==> src/rtl/core/ipr_pkg.sv <==
// shared types and constants for the integer pixel replication upscaler
package ipr_pkg;

   localparam int RGB_W     = 24;
   localparam int SCALE_W   = 7;
   localparam int WIDTH_W   = 13;
   localparam int CSR_IDX_W = 1;
   localparam int CSR_DAT_W = 13;

   localparam logic [CSR_IDX_W-1:0] CSR_SCALE = 1'd0;
   localparam logic [CSR_IDX_W-1:0] CSR_WIDTH = 1'd1;

   localparam logic REQ_PIXEL = 1'b0;
   localparam logic REQ_TICK  = 1'b1;

   localparam logic [1:0] STATUS_OK      = 2'd0;
   localparam logic [1:0] STATUS_REFUSED = 2'd1;
   localparam logic [1:0] STATUS_EMPTY   = 2'd2;

   // one decoded item handed from the control front to the emitter
   typedef struct packed {
      logic               from_ram;
      logic [RGB_W-1:0]   rgb;
      logic               row_end;
      logic [1:0]         pad;
      logic [1:0]         status;
      logic [SCALE_W-1:0] count;
   } job_type;

endpackage

==> src/rtl/core/ipr_ctrl.sv <==
// config registers, row and replay counters, line store access and item decode
module ipr_ctrl #(
   parameter int MAX_WIDTH = 4096,
   parameter int MAX_SCALE = 64
) (
   input  logic                           clock,
   input  logic                           reset,
   input  logic                           csr_wr_en,
   input  logic [ipr_pkg::CSR_IDX_W-1:0]  csr_index,
   input  logic [ipr_pkg::CSR_DAT_W-1:0]  csr_wdata,
   input  logic                           accept,
   input  logic                           req_type,
   input  logic [7:0]                     req_red,
   input  logic [7:0]                     req_green,
   input  logic [7:0]                     req_blue,
   output logic                           ram_wr_en,
   output logic [((MAX_WIDTH > 1) ? $clog2(MAX_WIDTH) : 1)-1:0] ram_wr_addr,
   output logic [ipr_pkg::RGB_W-1:0]      ram_wr_data,
   output logic                           ram_rd_en,
   output logic [((MAX_WIDTH > 1) ? $clog2(MAX_WIDTH) : 1)-1:0] ram_rd_addr,
   output ipr_pkg::job_type               job
);

   import ipr_pkg::*;

   localparam int CW = (MAX_WIDTH > 1) ? $clog2(MAX_WIDTH) : 1;
   localparam int WW = CW + 1;
   localparam int RW = (MAX_SCALE > 1) ? $clog2(MAX_SCALE) : 1;

   logic [SCALE_W-1:0] scale_ff, scale_in;
   logic [WW-1:0]      width_ff, width_in;
   logic [CW-1:0]      column_ff, column_in;
   logic [CW-1:0]      replay_col_ff, replay_col_in;
   logic [RW-1:0]      replays_ff, replays_in;

   logic [SCALE_W-1:0] csr_scale;
   logic [WIDTH_W-1:0] csr_width;
   logic [3:0]         pad_prod;
   logic [3:0]         pad_bytes3;
   logic [1:0]         pad;
   logic               col_end;
   logic               replay_end;
   logic               replaying;

   assign csr_scale = csr_wdata[SCALE_W-1:0];
   assign csr_width = csr_wdata[WIDTH_W-1:0];

   // only the low two bits of width and scale decide the byte count mod 4
   assign pad_prod   = 4'(width_ff[1:0]) * 4'(scale_ff[1:0]);
   assign pad_bytes3 = pad_prod * 4'd3;
   assign pad        = 2'(2'd0 - pad_bytes3[1:0]);

   assign col_end    = (WW'(column_ff) + WW'(1)) >= width_ff;
   assign replay_end = (WW'(replay_col_ff) + WW'(1)) >= width_ff;
   assign replaying  = (replays_ff != '0);

   always_comb begin
      scale_in      = scale_ff;
      width_in      = width_ff;
      column_in     = column_ff;
      replay_col_in = replay_col_ff;
      replays_in    = replays_ff;
      ram_wr_en     = 1'b0;
      ram_rd_en     = 1'b0;
      job.from_ram  = 1'b0;
      job.rgb       = '0;
      job.row_end   = 1'b0;
      job.pad       = 2'd0;
      job.status    = STATUS_OK;
      job.count     = SCALE_W'(1);

      // effective values are kept, so saturation happens once per write
      if (csr_wr_en) begin
         case (csr_index)
            CSR_SCALE: begin
               if (csr_scale == '0) begin
                  scale_in = SCALE_W'(1);
               end else if (int'(csr_scale) > MAX_SCALE) begin
                  scale_in = SCALE_W'(MAX_SCALE);
               end else begin
                  scale_in = csr_scale;
               end
            end
            CSR_WIDTH: begin
               if (csr_width == '0) begin
                  width_in = WW'(1);
               end else if (int'(csr_width) > MAX_WIDTH) begin
                  width_in = WW'(MAX_WIDTH);
               end else begin
                  width_in = WW'(csr_width);
               end
            end
            default: begin
            end
         endcase
      end

      if (accept) begin
         if (req_type == REQ_PIXEL) begin
            if (replaying) begin
               job.status = STATUS_REFUSED;
            end else begin
               ram_wr_en   = 1'b1;
               job.rgb     = {req_red, req_green, req_blue};
               job.row_end = col_end;
               job.pad     = col_end ? pad : 2'd0;
               job.count   = scale_ff;
               if (col_end) begin
                  column_in     = '0;
                  replays_in    = RW'(scale_ff - SCALE_W'(1));
                  replay_col_in = '0;
               end else begin
                  column_in = column_ff + CW'(1);
               end
            end
         end else begin
            if (!replaying) begin
               job.status = STATUS_EMPTY;
            end else begin
               ram_rd_en    = 1'b1;
               job.from_ram = 1'b1;
               job.row_end  = replay_end;
               job.pad      = replay_end ? pad : 2'd0;
               if (replay_end) begin
                  replay_col_in = '0;
                  replays_in    = replays_ff - RW'(1);
               end else begin
                  replay_col_in = replay_col_ff + CW'(1);
               end
            end
         end
      end
   end

   assign ram_wr_addr = column_ff;
   assign ram_wr_data = {req_red, req_green, req_blue};
   assign ram_rd_addr = replay_col_ff;

   always_ff @(posedge clock) begin
      if (reset) begin
         scale_ff      <= SCALE_W'(1);
         width_ff      <= WW'(1);
         column_ff     <= '0;
         replay_col_ff <= '0;
         replays_ff    <= '0;
      end else begin
         scale_ff      <= scale_in;
         width_ff      <= width_in;
         column_ff     <= column_in;
         replay_col_ff <= replay_col_in;
         replays_ff    <= replays_in;
      end
   end

endmodule

==> config.mk <==
export PLATFORM = sky130hd
export DESIGN_NAME = ipr_ctrl
export DESIGN_NICKNAME = d
export VERILOG_FILES = /design/src/rtl/core/ipr_pkg.sv /design/src/rtl/core/ipr_ctrl.sv
export SDC_FILE = /design/constraint.sdc
export NUM_CORES = 1
export LEC_CHECK = 0
export BUFFER_PORTS_ARGS = -buffer_cell sky130_fd_sc_hd__buf_2
export CAP_MARGIN = 20
export CORE_ASPECT_RATIO = 0.9
export CORE_MARGIN = 2
export CORE_UTILIZATION = 55
export DETAILED_ROUTE_END_ITERATION = 10
export GPL_ROUTABILITY_DRIVEN = 0
export PLACE_DENSITY = 0.87
export RECOVER_POWER = 50
export SYNTH_ARGS = -nofsm -noshare
export SYNTH_HDL_FRONTEND = slang
export SYNTH_SLANG_ARGS = --single-unit
==> constraint.sdc <==
create_clock -name clock -period 5.43 [get_ports clock]
set_clock_uncertainty 0.2 [all_clocks]
set_input_delay 0.543 -clock clock [delete_from_list [all_inputs] [get_ports clock]]
set_output_delay 0.543 -clock clock [all_outputs]
set_load 0.1 [all_outputs]
* Word level (Yosys, flattened, before mapping)
Cells that the tools add are included.
** Operators by class
- Muxes and demuxes :: 32
- Multipliers :: 2
- Bitwise operators :: 3
- Equal/unequal tests :: 3
- Reduce and logical (&&, ||, !) cells :: 9
- Add/subtract/negate cells :: 7
- Order comparisons :: 4
** Operator list (count)
- 2-to-1 mux 12 bit :: 6
- 2-to-1 mux 37 bit :: 1
- 2-to-1 mux 6 bit :: 5
- 2-to-1 mux 7 bit :: 4
- 2-to-1 mux 27 bit :: 1
- adder 12 x 1 -> 13 bit, second input constant :: 2
- >= comparator 13 bit :: 2
- 2-to-1 mux 13 bit :: 2
- adder 12 x 1 -> 12 bit, second input constant :: 2
- 2-to-1 mux 24 bit :: 1
- greater-than comparator 13 bit, second input constant :: 1
- zero test 13 bit :: 1
- subtractor 6 x 1 -> 6 bit, second input constant :: 2
- greater-than comparator 7 bit, second input constant :: 1
- zero test 7 bit :: 1
- 2-to-1 mux 1 bit :: 7
- 2-to-1 mux 2 bit :: 3
- nonzero test 6 bit :: 1
- 2-to-1 mux 5 bit :: 1
- AND reduction 5 bit :: 1
- multiplier 2 x 2 -> 4 bit :: 1
- multiplier 4 x 2 -> 2 bit, second input constant :: 1
- inequality test 2 bit, second input constant :: 2
- AND reduction 2 bit :: 2
- 7 further kinds :: 9
** Word-level totals
- Bits in registers :: 50
- Output and inout bits :: 87
- Input port bits :: 43

* Longest topological paths before layout
- Word-level depth :: 7
- Mapped depth :: 15
- Depth with buffers taken out :: 14

* Worst setup path after synthesis
OpenSTA, ideal clock, no wires.
- Path kind :: register to output
- Start point :: reg replay_col_ff[0], in the netlist ram_rd_addr[0]
- End point :: out job[9] in the netlist's numbering
- Slack :: -0.434 ns
- Path buffers :: 0
- Arrival :: 5.121 ns
- Required time :: 4.687 ns
- Cell stages (with the launch flop) :: 15
- Cells stage by stage :: dfxtp_1 > ha_1 > and3_1 > and3_1 > and3_1 > and3_1 > xor2_1 > ha_1 > nand4_1 > nor4_1 > a211oi_2 > nand2_1 > and3_1 > o21a_1 > and3_1
** RTL lines
- from (decl) :: line ipr_ctrl.sv:33 : logic [CW-1:0] replay_col_ff, replay_col_in;
- from (signal assigned) :: line ipr_ctrl.sv:150 : replay_col_ff <= replay_col_in;
- to (decl) :: line ipr_ctrl.sv:21 : output ipr_pkg::job_type job

==> run summary <==
#FFs+latches synth: 50
Clk root buf: clkbuf_8
First-pass GRT wire length: 15,300 um
Worst setup SP type: flop
Peak Freq: 201.7 MHz
Fin crit share: 0.9129
Hold Buf Count CTS: 0
Crit path max fanout: 18
CP max stage delay: 0.71 ns
Cells after Synth: 476
Area Growth Syn to Fin: 14.35%
Grt ovf: 0
Post-CTS setup buffer count: 0
Post-synth EDFFs: 0
Die width: 90.41 um
Nets: 644
Share of cells above drive strength 1: 0.1722
Hold Crit Class: flop to flop
Final setup violation count: 0
Full die area: 7393 um^2
CTS buffer count: 5
Max_cap viols: 0
Synth async-reset ratio: 0
Top-area cell type share of the netlist area: 0.2708
Initial Util: 0.5642
PD cells: 319.8 nW/um^2
Via count: 3,613
Clk Latency, worst-skew pair: 0.32 ns
Total Wirelength: 9450 um
Clock sinks: 50
# resized after CTS: 0
Drt initial violations: 234
Top cells by area, synth: dfxtp_1 (27%), ha_1 (11%), a21oi_1 (6.6%), and2_1 (5.8%), nor2_1 (5.2%)
I/O Pins: 130
Fin Setup TNS: 0 ns
H-tree depth: 2
Crit path time final: 4.957 ns
Die span in y: 81.77 um
Wire per inst: 14.34 um
Total global-route track usage: 0.2539
Worst path bufs/invs: 1
Max stage delay cell, worst path: o31ai_4
Core Rows: 28
Syn_nets: 552
TritonRoute pass-1 iters: 5
Pleak: 1.982 nW
Sequential share of the synthesized area: 0.2708
Crit-path cells: ha_1 > and3_1 > and3_1 > nand3_1 > xnor2_1 > ha_1 > nand2_1 > o21ai_0 > a41oi_1 > o31ai_4 > and3_1 > o21a_1 > and3_2 > buf_2
TritonCTS clock tree: built
Post-synth top flop: dfxtp_1
Post-DP HPWL: 7263 um
Routed vias/inst: 5.483
Core Region: 6551 um^2
Hold WS: 0.2703 ns
Critical path arrival: 4.21 ns
Filler cells: 610
Synth warnings: 0
Yosys cell types: 47
Post-Synthesis Mean Instance Area: 7.765 um^2
Vias in the first global route: 3,309
Maximum clock path buffer count: 2
Synth area leader: dfxtp_1
Setup CP Type: flop to output port
Most frequent CP cell: and3_1
Status: finished, final reports clean
Clock slew at reported path FFs: 0.10 ns
Commonest cells after routing, fill and taps aside: buf_2 (78), nor2_1 (51), clkbuf_1 (51), a21oi_1 (50), dfxtp_1 (46)
Worst EP required: 4.69 ns
N_diodes: 0
Slew Limit Fails: 0
Max IR drop VDD: 0.1919 mV
Port bufs: 129
Cell Area, Synth: 3696 um^2
Initial antenna violation count: 0
CP delay by family, top: compound AO/OA/AOI/OAI gates
DRC Markers: 0
Final hold vios: 0
Commonest non-fill, non-tap cell in the layout: buf_2
Slew @ Worst Pin: 1.191 ns
Worst slew margin: 0.2092
Largest net degree at the start of global routing: 51
ANT nets after route: 0
Critical path endpoint category: output port
RSZ-0062 raised after global routing: no
sequential cells by signal, summed over array words and instances (netlist names):
signal	count
replays_ff	6
ram_rd_addr	12
ram_wr_addr	12
scale_ff	7
width_ff	13
kinds of logic after synthesis:
group | Yosys count | synth area share
flip-flops | 50 | 0.2708
adder cells (fa/ha/maj) | 34 | 0.1144
AO/OA/AOI/OAI | 98 | 0.1605
buffers and inverters | 63 | 0.09106
multiplexers | 11 | 0.02979
AND/OR/NAND/NOR | 195 | 0.2742
XOR/XNOR | 25 | 0.05924
final timing paths:
path	startpoint	to	slack [ns]	cells after the start
min	width_ff[12]	width_ff[12]	0.27	2
max	ram_wr_addr[0]	job[9]	0.47	14
max reg2reg	ram_rd_addr[0]	ram_rd_addr[8]	1.32	14
min reg2reg	width_ff[12]	width_ff[12]	0.27	2
where the power goes:
group,switching [mW],total [mW],internal (mW),leakage (nW)
combinational,0.564,0.706,0.141,1.52
sequential,0.0172,0.401,0.384,0.407
clock,0.148,0.245,0.0967,0.0506
total,0.729,1.35,0.622,1.98
layer usage:
layer | wire (um) | share of wire | global-route usage
met1 | 4230 | 0.45 | 0.3333
met2 | 4483 | 0.47 | 0.4353
met3 | 526 | 0.056 | 0.03761
met4 | 210 | 0.022 | 0.08462
met5 | 0 | 0 | 0
Yosys cell counts (11+ instances only):
cell type  count
xor2_1        17
dfxtp_1       50
inv_1         18
mux2i_1       11
nand3_1       13
ha_1          33
nand2_1       33
clkbuf_1      13
and3_1        16
a21oi_1       49
nand3b_1      14
and2_1        34
buf_4         25
nor2_1        51
o21ai_0       21
cell type report:
cell class                      instances  area, um^2  share of cell area
Clock buffer                            5       68.82             0.01628
Inverter                               19       71.32             0.01687
Sequential cell                        50        1006              0.2380
Clock inverter                          3       28.78            0.006809
Tap cell                               90       112.6             0.02664
Timing Repair Buffer                  129       581.8              0.1377
Multi-Input combinational cell        363        2357              0.5577
worst reg2reg max path, stage by stage, from the launching register on:
cell	delay [ns]
dfxtp_2	0.40
ha_1	0.25
and3_1	0.26
and3_1	0.26
and3_1	0.26
and3_1	0.24
xor2_1	0.18
ha_1	0.27
nand4_1	0.15
nor4_1	0.09
a211oi_2	0.30
nand3_1	0.38
nor2_1	0.51
nand3b_1	0.15
a21oi_1	0.16
metrics by stage:
step | utilization | power, mW | instance area (um^2) | worst slack (ns) | instances
finish | 0.6451 | 1.352 | 4227 | 0.4731 | 659
global route | 0.6451 | 1.411 | 4227 | 0.2297 | 659
CTS | 0.6555 | 1.356 | 4294 | 0.5225 | 659
detailed placement | 0.6406 | 1.116 | 4197 | 0.8588 | 651
global placement | 0.6406 | 1.102 | 4197 | 1.105 | 651
floorplan | - | 1.015 | 3704 | 0.05287 | 476
Power figures use the tool's default switching activity.
