**src/rtl/core/ipr_pkg.sv**
```systemverilog
// shared types and constants for the integer pixel replication upscaler
package ipr_pkg;

   localparam int RGB_W     = 24;
   localparam int SCALE_W   = 7;
   localparam int WIDTH_W   = 13;
   localparam int CSR_IDX_W = 1;
   localparam int CSR_DAT_W = 13;

   localparam logic [CSR_IDX_W-1:0] CSR_SCALE = 1'd0;
   localparam logic [CSR_IDX_W-1:0] CSR_WIDTH = 1'd1;

   localparam logic REQ_PIXEL = 1'b0;
   localparam logic REQ_TICK  = 1'b1;

   localparam logic [1:0] STATUS_OK      = 2'd0;
   localparam logic [1:0] STATUS_REFUSED = 2'd1;
   localparam logic [1:0] STATUS_EMPTY   = 2'd2;

   // one decoded item handed from the control front to the emitter
   typedef struct packed {
      logic               from_ram;
      logic [RGB_W-1:0]   rgb;
      logic               row_end;
      logic [1:0]         pad;
      logic [1:0]         status;
      logic [SCALE_W-1:0] count;
   } job_type;

endpackage

```
**src/rtl/core/ipr_emit.sv**
```systemverilog
// holds one decoded item and emits its results into the output register
module ipr_emit (
   input  logic                          clock,
   input  logic                          reset,
   input  logic                          job_load,
   input  ipr_pkg::job_type              job,
   input  logic [ipr_pkg::RGB_W-1:0]     ram_rd_data,
   output logic                          busy,
   output logic                          rsp_valid,
   input  logic                          rsp_stall,
   output logic [7:0]                    rsp_out_red,
   output logic [7:0]                    rsp_out_green,
   output logic [7:0]                    rsp_out_blue,
   output logic                          rsp_row_end,
   output logic [1:0]                    rsp_pad_bytes,
   output logic [1:0]                    rsp_status,
   output logic                          rsp_last
);

   import ipr_pkg::*;

   logic               job_valid_ff, job_valid_in;
   job_type            job_ff, job_in;
   logic [SCALE_W-1:0] cnt_ff, cnt_in;

   logic               out_valid_ff, out_valid_in;
   logic [RGB_W-1:0]   out_rgb_ff, out_rgb_in;
   logic               out_row_end_ff, out_row_end_in;
   logic [1:0]         out_pad_ff, out_pad_in;
   logic [1:0]         out_status_ff, out_status_in;
   logic               out_last_ff, out_last_in;

   logic               emit_go;
   logic               final_one;
   logic [RGB_W-1:0]   rgb;

   assign emit_go   = job_valid_ff && (!out_valid_ff || !rsp_stall);
   assign final_one = (cnt_ff == SCALE_W'(1));
   assign busy      = job_valid_ff && !(emit_go && final_one);
   // replayed pixels come straight from the ram read register, which holds
   assign rgb       = job_ff.from_ram ? ram_rd_data : job_ff.rgb;

   always_comb begin
      job_valid_in   = job_valid_ff;
      job_in         = job_ff;
      cnt_in         = cnt_ff;
      out_valid_in   = out_valid_ff;
      out_rgb_in     = out_rgb_ff;
      out_row_end_in = out_row_end_ff;
      out_pad_in     = out_pad_ff;
      out_status_in  = out_status_ff;
      out_last_in    = out_last_ff;

      if (job_load) begin
         job_valid_in = 1'b1;
         job_in       = job;
         cnt_in       = job.count;
      end else if (emit_go && final_one) begin
         job_valid_in = 1'b0;
      end else if (emit_go) begin
         cnt_in = cnt_ff - SCALE_W'(1);
      end

      if (emit_go) begin
         out_valid_in   = 1'b1;
         out_rgb_in     = rgb;
         out_row_end_in = final_one && job_ff.row_end;
         out_pad_in     = final_one ? job_ff.pad : 2'd0;
         out_status_in  = job_ff.status;
         out_last_in    = final_one;
      end else if (!rsp_stall) begin
         out_valid_in = 1'b0;
      end
   end

   always_ff @(posedge clock) begin
      if (reset) begin
         job_valid_ff <= 1'b0;
         out_valid_ff <= 1'b0;
      end else begin
         job_valid_ff <= job_valid_in;
         out_valid_ff <= out_valid_in;
      end
      job_ff         <= job_in;
      cnt_ff         <= cnt_in;
      out_rgb_ff     <= out_rgb_in;
      out_row_end_ff <= out_row_end_in;
      out_pad_ff     <= out_pad_in;
      out_status_ff  <= out_status_in;
      out_last_ff    <= out_last_in;
   end

   assign rsp_valid     = out_valid_ff;
   assign rsp_out_red   = out_rgb_ff[23:16];
   assign rsp_out_green = out_rgb_ff[15:8];
   assign rsp_out_blue  = out_rgb_ff[7:0];
   assign rsp_row_end   = out_row_end_ff;
   assign rsp_pad_bytes = out_pad_ff;
   assign rsp_status    = out_status_ff;
   assign rsp_last      = out_last_ff;

endmodule

```
**config.mk**
```make
export PLATFORM = sky130hd
export DESIGN_NAME = ipr_emit
export DESIGN_NICKNAME = d
export VERILOG_FILES = /design/src/rtl/core/ipr_pkg.sv /design/src/rtl/core/ipr_emit.sv
export SDC_FILE = /design/constraint.sdc
export NUM_CORES = 1
export LEC_CHECK = 0
export BUFFER_PORTS_ARGS = -buffer_cell sky130_fd_sc_hd__buf_2
export CORE_MARGIN = 2
export CORE_UTILIZATION = 40
export DETAILED_ROUTE_END_ITERATION = 12
export PLACE_DENSITY_LB_ADDON = 0.12
export RECOVER_POWER = 100
export SYNTH_ARGS = -nofsm -noshare
export SYNTH_HDL_FRONTEND = slang
export SYNTH_SLANG_ARGS = --single-unit
```
**constraint.sdc**
```tcl
create_clock -name clock -period 5.75 [get_ports clock]
set_input_delay 1.15 -clock clock [delete_from_list [all_inputs] [get_ports clock]]
set_output_delay 1.15 -clock clock [all_outputs]
set_load 0.02 [all_outputs]
```
# Word-level counts from Yosys, hierarchy flattened
# Index checks and enable logic that the tools add are counted.
# op_classes
addsub	1
n_mul	0
div	0
order_cmp	0
n_eq_ne	3
shift	0
n_mux	8
bitwise_logic	0
n_reduce_logical	11
# op_table
operator	count
24-bit two-way mux	1
7-bit two-way mux	3
7-bit by 1-bit equality test with 1-bit output (second input constant)	1
7-bit by 1-bit subtractor with 7-bit output (second input constant)	1
1-bit logical AND	4
1-bit two-way mux	4
2-bit nonzero test	2
1-bit zero test	3
2-bit by 1-bit inequality test with 1-bit output (second input constant)	1
2-bit inequality test (second input constant)	1
2-bit AND reduction	1
1-bit logical OR	1
# totals
reg_bits	69
latchBits	0
ramBits	0
mem_bits_ro	0
out_inout_bits	32
word_cells	36
n_memories	0

# Logic depth before layout (Yosys ltp)
# Gate-level depths: netlist of run 1.
# logic_depth
depth_word	6
mapped_depth	6

# Worst setup path after synthesis of run 1
# OpenSTA, ideal clock, no wires.
# synth_path
path_kind	input -> output
startpoint	input rsp_stall
endpoint	output busy
t_arrival_ns	1.549
required_ns	4.600
slack_ns	3.051
stages	2
n_path_buf	0
cell_sequence	nand2_1 -> a21boi_1
# synth_between
elab_chain_len	6
# synth_rtl
item	line_no	source
from (decl)	ipr_emit.sv:10	input logic rsp_stall,
1-bit zero test	--	
1-bit logical OR	ipr_emit.sv:37	assign emit_go = job_valid_ff && (!out_valid_ff || !rsp_stall);
1-bit logical AND	ipr_emit.sv:37	
1-bit logical AND	ipr_emit.sv:39	assign busy = job_valid_ff && !(emit_go && final_one);
1-bit zero test	ipr_emit.sv:39	
1-bit logical AND	ipr_emit.sv:39	
to (decl)	ipr_emit.sv:8	output logic busy,
# Every way passes these cells.

# Final worst setup path of run 1
# layout_path
startpoint	input job_load
endpoint	register cnt_ff[6], enable pin
# layout_between
elab_chain_len	2
word_cells_on_any_way	3
classes_between	eq/ne: 1; reduce/logical: 2
# layout_rtl
item	line_no	source
from (decl)	ipr_emit.sv:5	input logic job_load,
2-bit inequality test (no source line) or 2-bit nonzero test (tied branches)	--	
2-bit AND reduction (no source line) *	--	
to (signal assigned)	ipr_emit.sv:85	cnt_ff <= cnt_in;
to (decl)	ipr_emit.sv:24	logic [SCALE_W-1:0] cnt_ff, cnt_in;
# Mark *: on every way between the ends. The rest lies on a longest branch, timed or not.
# A chain may end at the register's enable or synchronous reset.

==> results of run 1 <==
-- registers in the layout, summed over array words and instances, names as in the netlist --
signal and flops:
job_ff 30, rsp_last 1, rsp_status 2, cnt_ff 7
rsp_pad_bytes 2, rsp_row_end 1, out_rgb_ff 24, job_valid_ff 1
rsp_valid 1
-- routing by layer --
layer / up-vias / track usage (%) / share of wire, %
met4: 0 / 7.36 / 2.1
met2: 63 / 21.3 / 47
met1: 697 / 17.5 / 43
li1: 751 / - / -
met3: 10 / 4.52 / 7.6
met5: - / 0 / 0
-- metrics by stage --
| step | area, um^2 | setup WS (ns) | util (%) | power, mW |
|---|---|---|---|---|
| after floorplan | 2670 | 3.05 | - | 0.695 |
| after global placement | 3220 | 3.02 | 50.4 | 0.744 |
| after detailed placement | 3220 | 3.01 | 50.4 | 0.746 |
| after CTS | 3400 | 2.90 | 53.3 | 1.12 |
| after global routing | 3350 | 2.27 | 52.4 | 1.15 |
| final | 3350 | 2.62 | 52.4 | 1.09 |
-- cells in the mapped netlist, drive strengths merged (2+ instances only) --
master,count,area (um^2)
edfxtp,67,2010
mux2,24,270
nand2,7,26.3
buf,5,30.0
o21ai,5,25.0
a21boi,3,26.3
and3,3,18.8
inv,3,11.3
nor2,3,11.3
xnor2,3,26.3
a21oi,2,10.0
and3b,2,17.5
dfxtp,2,40.0
ha,2,25.0
nand2b,2,12.5
nor3,2,32.5
nor3b,2,20.0
o31a,2,17.5
-- power by group --
group	internal, mW	leakage (nW)	switching [mW]
combinational	0.0461	0.524	0.0587
clock	0.198	0.0907	0.168
sequential	0.602	0.668	0.0217
-- final cells by class --
class                   count  share of cell area, %
repair buffers             97                   13.2
inverters                   3                  0.337
multi-input cells          66                   16.8
clock inverters             5                   1.53
flip-flops and latches     69                   61.3
clock buffers              11                   3.93
well taps                  77                   2.88
-- cell families (layout without fill, tap and decap cells) --
group	count (synthesis)	after routing	share of synthesized area, %
mux	24	24	10.1
compound gates	14	14	3.71
buf+inv	8	116	1.55
flops	69	69	77.0
fa+ha+maj	2	2	0.939
xor+xnor	3	3	0.986
simple gates	23	23	5.68
-- final timing paths --
path | cells past startpoint | from | slack, ns | endpoint
setup / recovery | 2 | job_load | 2.62 | cnt_ff[6]$_DFFE_PP_
hold / removal | 0 | job_ff[7]$_DFFE_PP_ | 0.42 | rsp_status[0]$_DFFE_PP_
setup reg to reg | 4 | rsp_valid$_SDFFE_PP0P_ | 3.24 | cnt_ff[6]$_DFFE_PP_
hold reg to reg | 0 | job_ff[7]$_DFFE_PP_ | 0.42 | rsp_status[0]$_DFFE_PP_
==> reports/qor.txt, run 1 <==
power per cell area = 327 nW/um^2
sequential share of the synthesized area = 77.0%
Final Slew Violations = 80
pin count of the biggest net entering global routing = 48
fmax = 0.320 GHz
DP HPWL = 3200 um
crit path DAT = 3.13 ns
Hold Buf Count CTS = 0
fill cell count = 579
minimum clock period = 3.13 ns
post-CTS sizing = 0
Clock Skew = 0.00639 ns
vias in the first global route = 1,520
root buf cell = clkbuf_8
net count after synthesis = 210
Slew @ Worst Pin = 2.31 ns
CTS H-tree depth = 3
CP Capture Type = flip-flop
Worst-path clk slew = 0.07 ns
routed via count = 1,521
vias per cell = 4.64
most frequent cells in the layout = edfxtp_1 (67), buf_2 (62), clkbuf_1 (37)
fin cells = 328
# IOs = 97
drt wl/cell = 14.5 um
initial core utilization = 41.7%
Net count, final = 313
Hold Vio Cnt, Final = 0
clk buf depth = 2
Worst Path Required = 5.75 ns
RD Place Congestion = 0.707
Antenna diodes = 0
fraction of registers with async set/reset = 0%
setup bufs post-CTS = 0
Synth cell types = 27
maxcap violations = 2
CP bufs+invs = 1
CP max FO = 47
#FFs+latches synth = 69
RSZ-0062 raised after global routing = no
clk sinks = 69
Crit path max-delay family = buffers and inverters
Cells after DPL = 312
post-detailed-route DRC marker count = 0
average cell area after synthesis = 18.6 um^2
Post-Route WL = 4770 um
worst-path cell chain = clkbuf_1 -> a21o_1
CTS Buf Count = 9
I/O Buffers = 96
Synth Cell Area = 2670 um^2
Post-synth EDFFs = 67
area added between synthesis and finish = 25.5%
worst hold slack = 0.419 ns
status = finished with violations
first-pass GRT wire length = 7380 um
DRT Pass-1 Iters = 3
YS warnings = 0
Core Region = 6390 um^2
Final period util = 54.4%
P_leak = 1.28 nW
Slew headroom = -54.2%
worst min-delay path class = reg2reg
Die Span Y = 85.6 um
antenna violations before repair = 0
Worst Setup Start Kind = input pin
failing checks = max-capacitance violations, max-slew violations
GRT Resource Usage Total = 13.8%
Die Area = 7330 um^2
VDD IR max = 177 uV
multi-input logic area = 562 um^2
initial detailed-routing violation count = 64
Remaining Overflow, GRT = 0
Antenna Nets Post-Route = 0
Synth Instances = 143
critical path's slowest cell = clkbuf_1
CTS tree = yes
worst-skew pair later-pin latency = 0.33 ns
# rows = 29
register area = 2050 um^2
setup TNS = 0 ns
endpoints failing setup = 0
most common cell after layout, fill and taps aside = edfxtp_1
die width = 85.6 um
Crit path largest cell delay = 1.62 ns
ys flop type = edfxtp_1
Setup CP Type = in2reg
share of cells above drive strength 1 = 31.1%
No activity file was read; power rests on OpenSTA's default activity.
==> run 2, diff against run 1 <==
clock period = 2.8 ns   (was 5.75 ns; I/O delays follow)
==> reports/qor.txt, run 2 (same netlist as run 1, synthesis figures left out) <==
maxcap violations = 0
Net count, final = 315
Largest register FFs = 30
Remaining Overflow, GRT = 0
routing usage on met3 = 4.72%
Crit path max-delay family = flip-flops
M1 GR Usage = 16.3%
busiest layer in global routing = met2
Hold Buf Count CTS = 0
post-detailed-route DRC marker count = 0
CP Capture Type = primary output
antenna violations before repair = 0
clk sinks = 69
placed inst area = 3230 um^2
DP HPWL = 3480 um
CTS H-tree depth = 3
area added between synthesis and finish = 25.3%
I/O Buffers = 96
Setup CP Type = reg2out
crit path DAT = 1.75 ns
pin count of the biggest net entering global routing = 31
Worst Path Required = 2.24 ns
root buf cell = clkbuf_8
RD Place Congestion = 0.740
worst min-delay path class = in2reg
most frequent cells in the layout = edfxtp_1 (67), buf_2 (63), clkbuf_1 (35)
Die Span Y = 85.6 um
endpoints failing setup = 0
most common cell after layout, fill and taps aside = edfxtp_1
vias per cell = 4.68
Clock Skew = 0.00971 ns
drt wl/cell = 14.7 um
Top reg by flops = job_ff
Worst Setup Start Kind = flip-flop
clk buf depth = 2
critical path's slowest cell = edfxtp_1
# rows = 29
Antenna diodes = 0
final instance area = 3340 um^2
share of cells above drive strength 1 = 31.7%
CP max FO = 4
fmax = 0.433 GHz
CTS Buf Count = 9
first-pass GRT wire length = 7490 um
worst-skew pair later-pin latency = 0.33 ns
Worst-path clk slew = 0.07 ns
status = finished clean
WP depth = 6
die width = 85.6 um
global routing usage on met2 = 21.8%
Antenna Nets Post-Route = 0
Final Slew Violations = 0
RSZ-0062 raised after global routing = no
Core Region = 6390 um^2
Crit path largest cell delay = 0.45 ns
vias in the first global route = 1,612
Hold Vio Cnt, Final = 0
DRT Pass-1 Iters = 4
Final period util = 82.5%
minimum clock period = 2.31 ns
Slew @ Worst Pin = 1.45 ns
setup TNS = 0 ns
setup bufs post-CTS = 0
routed via count = 1,539
Post-Route WL = 4830 um
Reg2Reg Depth = 3
GRT Resource Usage Total = 14.1%
Largest regs = job_ff x30, out_rgb_ff x24, cnt_ff x7
post-CTS sizing = 0
P_leak = 1.28 nW
worst-path cell chain = ha_1 -> nor3b_2 -> nand2_1 -> inv_1 -> a21boi_1 -> clkbuf_1
Slew headroom = 3.36%
CTS tree = yes
# IOs = 97
Die Area = 7330 um^2
CP bufs+invs = 2
hold depth = 1
VDD IR max = 312 uV
initial detailed-routing violation count = 69
initial core utilization = 41.7%
power per cell area = 642 nW/um^2
## run 2: cell count changes in the layout (fill, tap and decap cells not counted), sizes merged
cell and delta:
bufinv -1, clkbuf -1, clkinv +2, buf +1
## run 2: cell type report
type / count / area [um^2]
clock inverter: 6 / 31.3
fill: 588 / 3050
inverter: 3 / 11.3
sequential: 69 / 2050
timing repair buffer: 99 / 452
clock buffer: 9 / 124
tap: 77 / 96.3
multi-input combinational: 66 / 572
## run 2: metrics by stage
step           std cells  setup slack, ns  hold WS (ns)  total power, mW  util, %
2_1_floorplan        143            0.752         0.400             1.43        -
3_3_place_gp         314            0.951         0.403             1.53     50.6
3_5_place_dp         314            0.904         0.408             1.54     50.6
4_1_cts              329            0.531         0.376             2.18     53.1
5_1_grt              329            0.304         0.377             2.23     52.3
6_report             329            0.490         0.393             2.14     52.3
## run 2: report_power, final
part / total [mW] / switching (mW) / internal, mW
clock network: 0.643 / 0.338 / 0.305
registers: 1.27 / 0.0337 / 1.24
logic: 0.230 / 0.134 / 0.0959
## run 2: final timing paths
path / startpoint / slack, ns / to
worst max-delay path: cnt_ff[0]$_DFFE_PP_ / 0.49 / busy
worst max register to register: rsp_valid$_SDFFE_PP0P_ / 0.52 / out_rgb_ff[14]$_DFFE_PP_
worst min register to register: job_ff[8]$_DFFE_PP_ / 0.42 / rsp_status[1]$_DFFE_PP_
worst min-delay path: job[35] / 0.39 / job_ff[35]$_DFFE_PP_
## run 2: routing by layer
metal  part of all wire (%)  vias up
met3                    8.5       16
met5                      0        -
met1                     43      697
met4                    3.9        0
met2                     44       70
li1                       -      756
==> run 3, diff against run 2 <==
ABC_AREA = 1   (was not set)
clock period = 2.2 ns   (was 2.8 ns; I/O delays follow)
==> reports/qor.txt, run 3 <==
pre-CTS setup slack = 0.595 ns
Worst Path Required = 1.76 ns
I/O Buffers = 96
Top reg by flops = job_ff
drt wl/cell = 13.6 um
Antenna Nets Post-Route = 0
maxcap violations = 0
initial core utilization = 40.9%
Largest register FFs = 30
minimum clock period = 1.95 ns
Die Area = 7540 um^2
Worst Setup Start Kind = flip-flop
Sequential Power Share = 59.0%
Comb pwr share = 10.6%
Pint = 2.08 mW
Post-synth EDFFs = 67
sequential share of the synthesized area = 74.7%
fmax = 0.514 GHz
Commonest cells post-synth = edfxtp_1 (67), mux2_4 (20), nand2_1 (17), inv_1 (16), nor2_1 (8)
fin cells = 350
CP max FO = 2
power per cell area = 818 nW/um^2
worst hold slack = 0.282 ns
Reg2Reg Depth = 6
Final period util = 88.5%
RSZ-0062 raised after global routing = no
Antenna diodes = 0
routed via count = 1,546
Synth Instances = 159
most common cell after layout, fill and taps aside = edfxtp_1
CTS tree = yes
YS warnings = 0
share of cells above drive strength 1 = 31.9%
CTS Buf Count = 9
most frequent cells in the layout = edfxtp_1 (67), buf_2 (63), clkbuf_1 (34)
post-detailed-route DRC marker count = 0
antenna violations before repair = 0
Cells after DPL = 334
setup TNS = 0 ns
Setup CP Type = reg2out
power share of the clock group = 30.4%
status = finished clean
VDD IR max = 346 uV
largest cells by area after synthesis = edfxtp_1 (73%), mux2_4 (11%), nand2_1 (2.3%)
Die Span Y = 86.8 um
worst-skew pair later-pin latency = 0.33 ns
setup bufs post-CTS = 0
initial detailed-routing violation count = 50
Design Power = 2.72 mW
Clock Skew = 0.00428 ns
endpoints failing setup = 0
hold depth = 1
share of the synthesized area in the top cell type = 73.3%
area added between synthesis and finish = 21.1%
vias per cell = 4.42
pin count of the biggest net entering global routing = 26
die width = 86.8 um
RD Place Congestion = 0.736
first-pass GRT wire length = 7230 um
DRT Pass-1 Iters = 4
Sw Share = 23.5%
GRT Resource Usage Total = 13.3%
Final Slew Violations = 0
# IOs = 97
crit path DAT = 1.51 ns
Synth cell types = 21
average cell area after synthesis = 17.3 um^2
Slew headroom = 34.6%
setup ws final = 0.254 ns
root buf cell = clkbuf_8
Slew @ Worst Pin = 0.982 ns
Synth Cell Area = 2750 um^2
Hold Buf Count CTS = 0
fraction of registers with async set/reset = 0%
clk buf depth = 2
ys flop type = edfxtp_1
count leader, synth = edfxtp_1
Hold Vio Cnt, Final = 0
clk sinks = 69
post-CTS sizing = 0
#FFs+latches synth = 69
net count after synthesis = 226
CP Capture Type = primary output
Core Region = 6720 um^2
Remaining Overflow, GRT = 0
net load switching power = 0.639 mW
Net count, final = 332
Worst-path clk slew = 0.07 ns
worst min-delay path class = in2reg
Largest regs = job_ff x30, out_rgb_ff x24, cnt_ff x7
P_leak = 1.34 nW
vias in the first global route = 1,591
CTS H-tree depth = 3
DP HPWL = 3390 um
# rows = 30
post-synth top area cell = edfxtp_1
Post-Route WL = 4770 um
[run 3: cell types whose count changed after synthesis, moves of 4 or more]
cell	delta
mux2_2	+4
mux2_4	+20
mux2_1	-24
nor2_1	+5
inv_1	+14
nand2_1	+10
[run 3: power groups by stage]
stage | sequential (mW) | combinational, mW | clock [mW]
2_1_floorplan | 1.68 | 0.170 | 0
3_3_place_gp | 1.63 | 0.347 | 0
3_5_place_dp | 1.63 | 0.349 | 0
4_1_cts | 1.60 | 0.350 | 0.861
5_1_grt | 1.61 | 0.323 | 0.913
6_report | 1.60 | 0.289 | 0.826
[run 3: final cells by class]
type | instances | area (um^2)
Clock buffer | 10 | 128
Clock inverter | 6 | 30.0
Fill cell | 624 | 3390
Inverter | 16 | 60.1
Multi-Input combinational cell | 70 | 502
Sequential cell | 69 | 2050
Tap cell | 80 | 100
Timing Repair Buffer | 99 | 454
[run 3: final timing paths]
path | startpoint | to | slack (ns)
min | job[18] | job_ff[18]$_DFFE_PP_ | 0.28
max reg2reg | cnt_ff[0]$_DFFE_PP_ | cnt_ff[1]$_DFFE_PP_ | 0.42
max | cnt_ff[1]$_DFFE_PP_ | busy | 0.25
min reg2reg | job_ff[8]$_DFFE_PP_ | rsp_status[1]$_DFFE_PP_ | 0.43
[run 3: critical path, stage by stage (launching register included)]
cell and delay (ns):
edfxtp_1 0.38, inv_1 0.09, ha_1 0.14, inv_1 0.04, nor2_1 0.15, nand4_1 0.10
nand2_1 0.09, inv_1 0.04, clkbuf_1 0.16
[run 3: logic make-up (layout without fill, tap and decap cells)]
| group | Yosys count | in the layout | synth area share, % |
|---|---|---|---|
| xor gates and xnor gates | 2 | 2 | 0.638 |
| and+or+nand+nor | 31 | 31 | 4.65 |
| adders and majority gates | 2 | 2 | 0.911 |
| AOI/OAI and AO/OA | 11 | 11 | 2.23 |
| muxes | 24 | 24 | 12.6 |
| DFF | 69 | 69 | 74.7 |
| buffers and inverters | 20 | 131 | 4.24 |
[run 3: through the flow]
stage / instance area (um^2) / util [%]
4_1_cts: 3460 / 51.5
3_5_place_dp: 3300 / 49.2
6_report: 3330 / 49.5
3_3_place_gp: 3300 / 49.2
5_1_grt: 3330 / 49.5
2_1_floorplan: 2750 / -
[run 3: metal layers]
metal  up-vias  part of all wire (%)  GRT usage, %
met5         -                     0             0
met4         0                   2.6          7.81
met3        13                   8.9          5.24
met2        65                    48          20.8
met1       683                    40          15.5
li1        785                     -             -
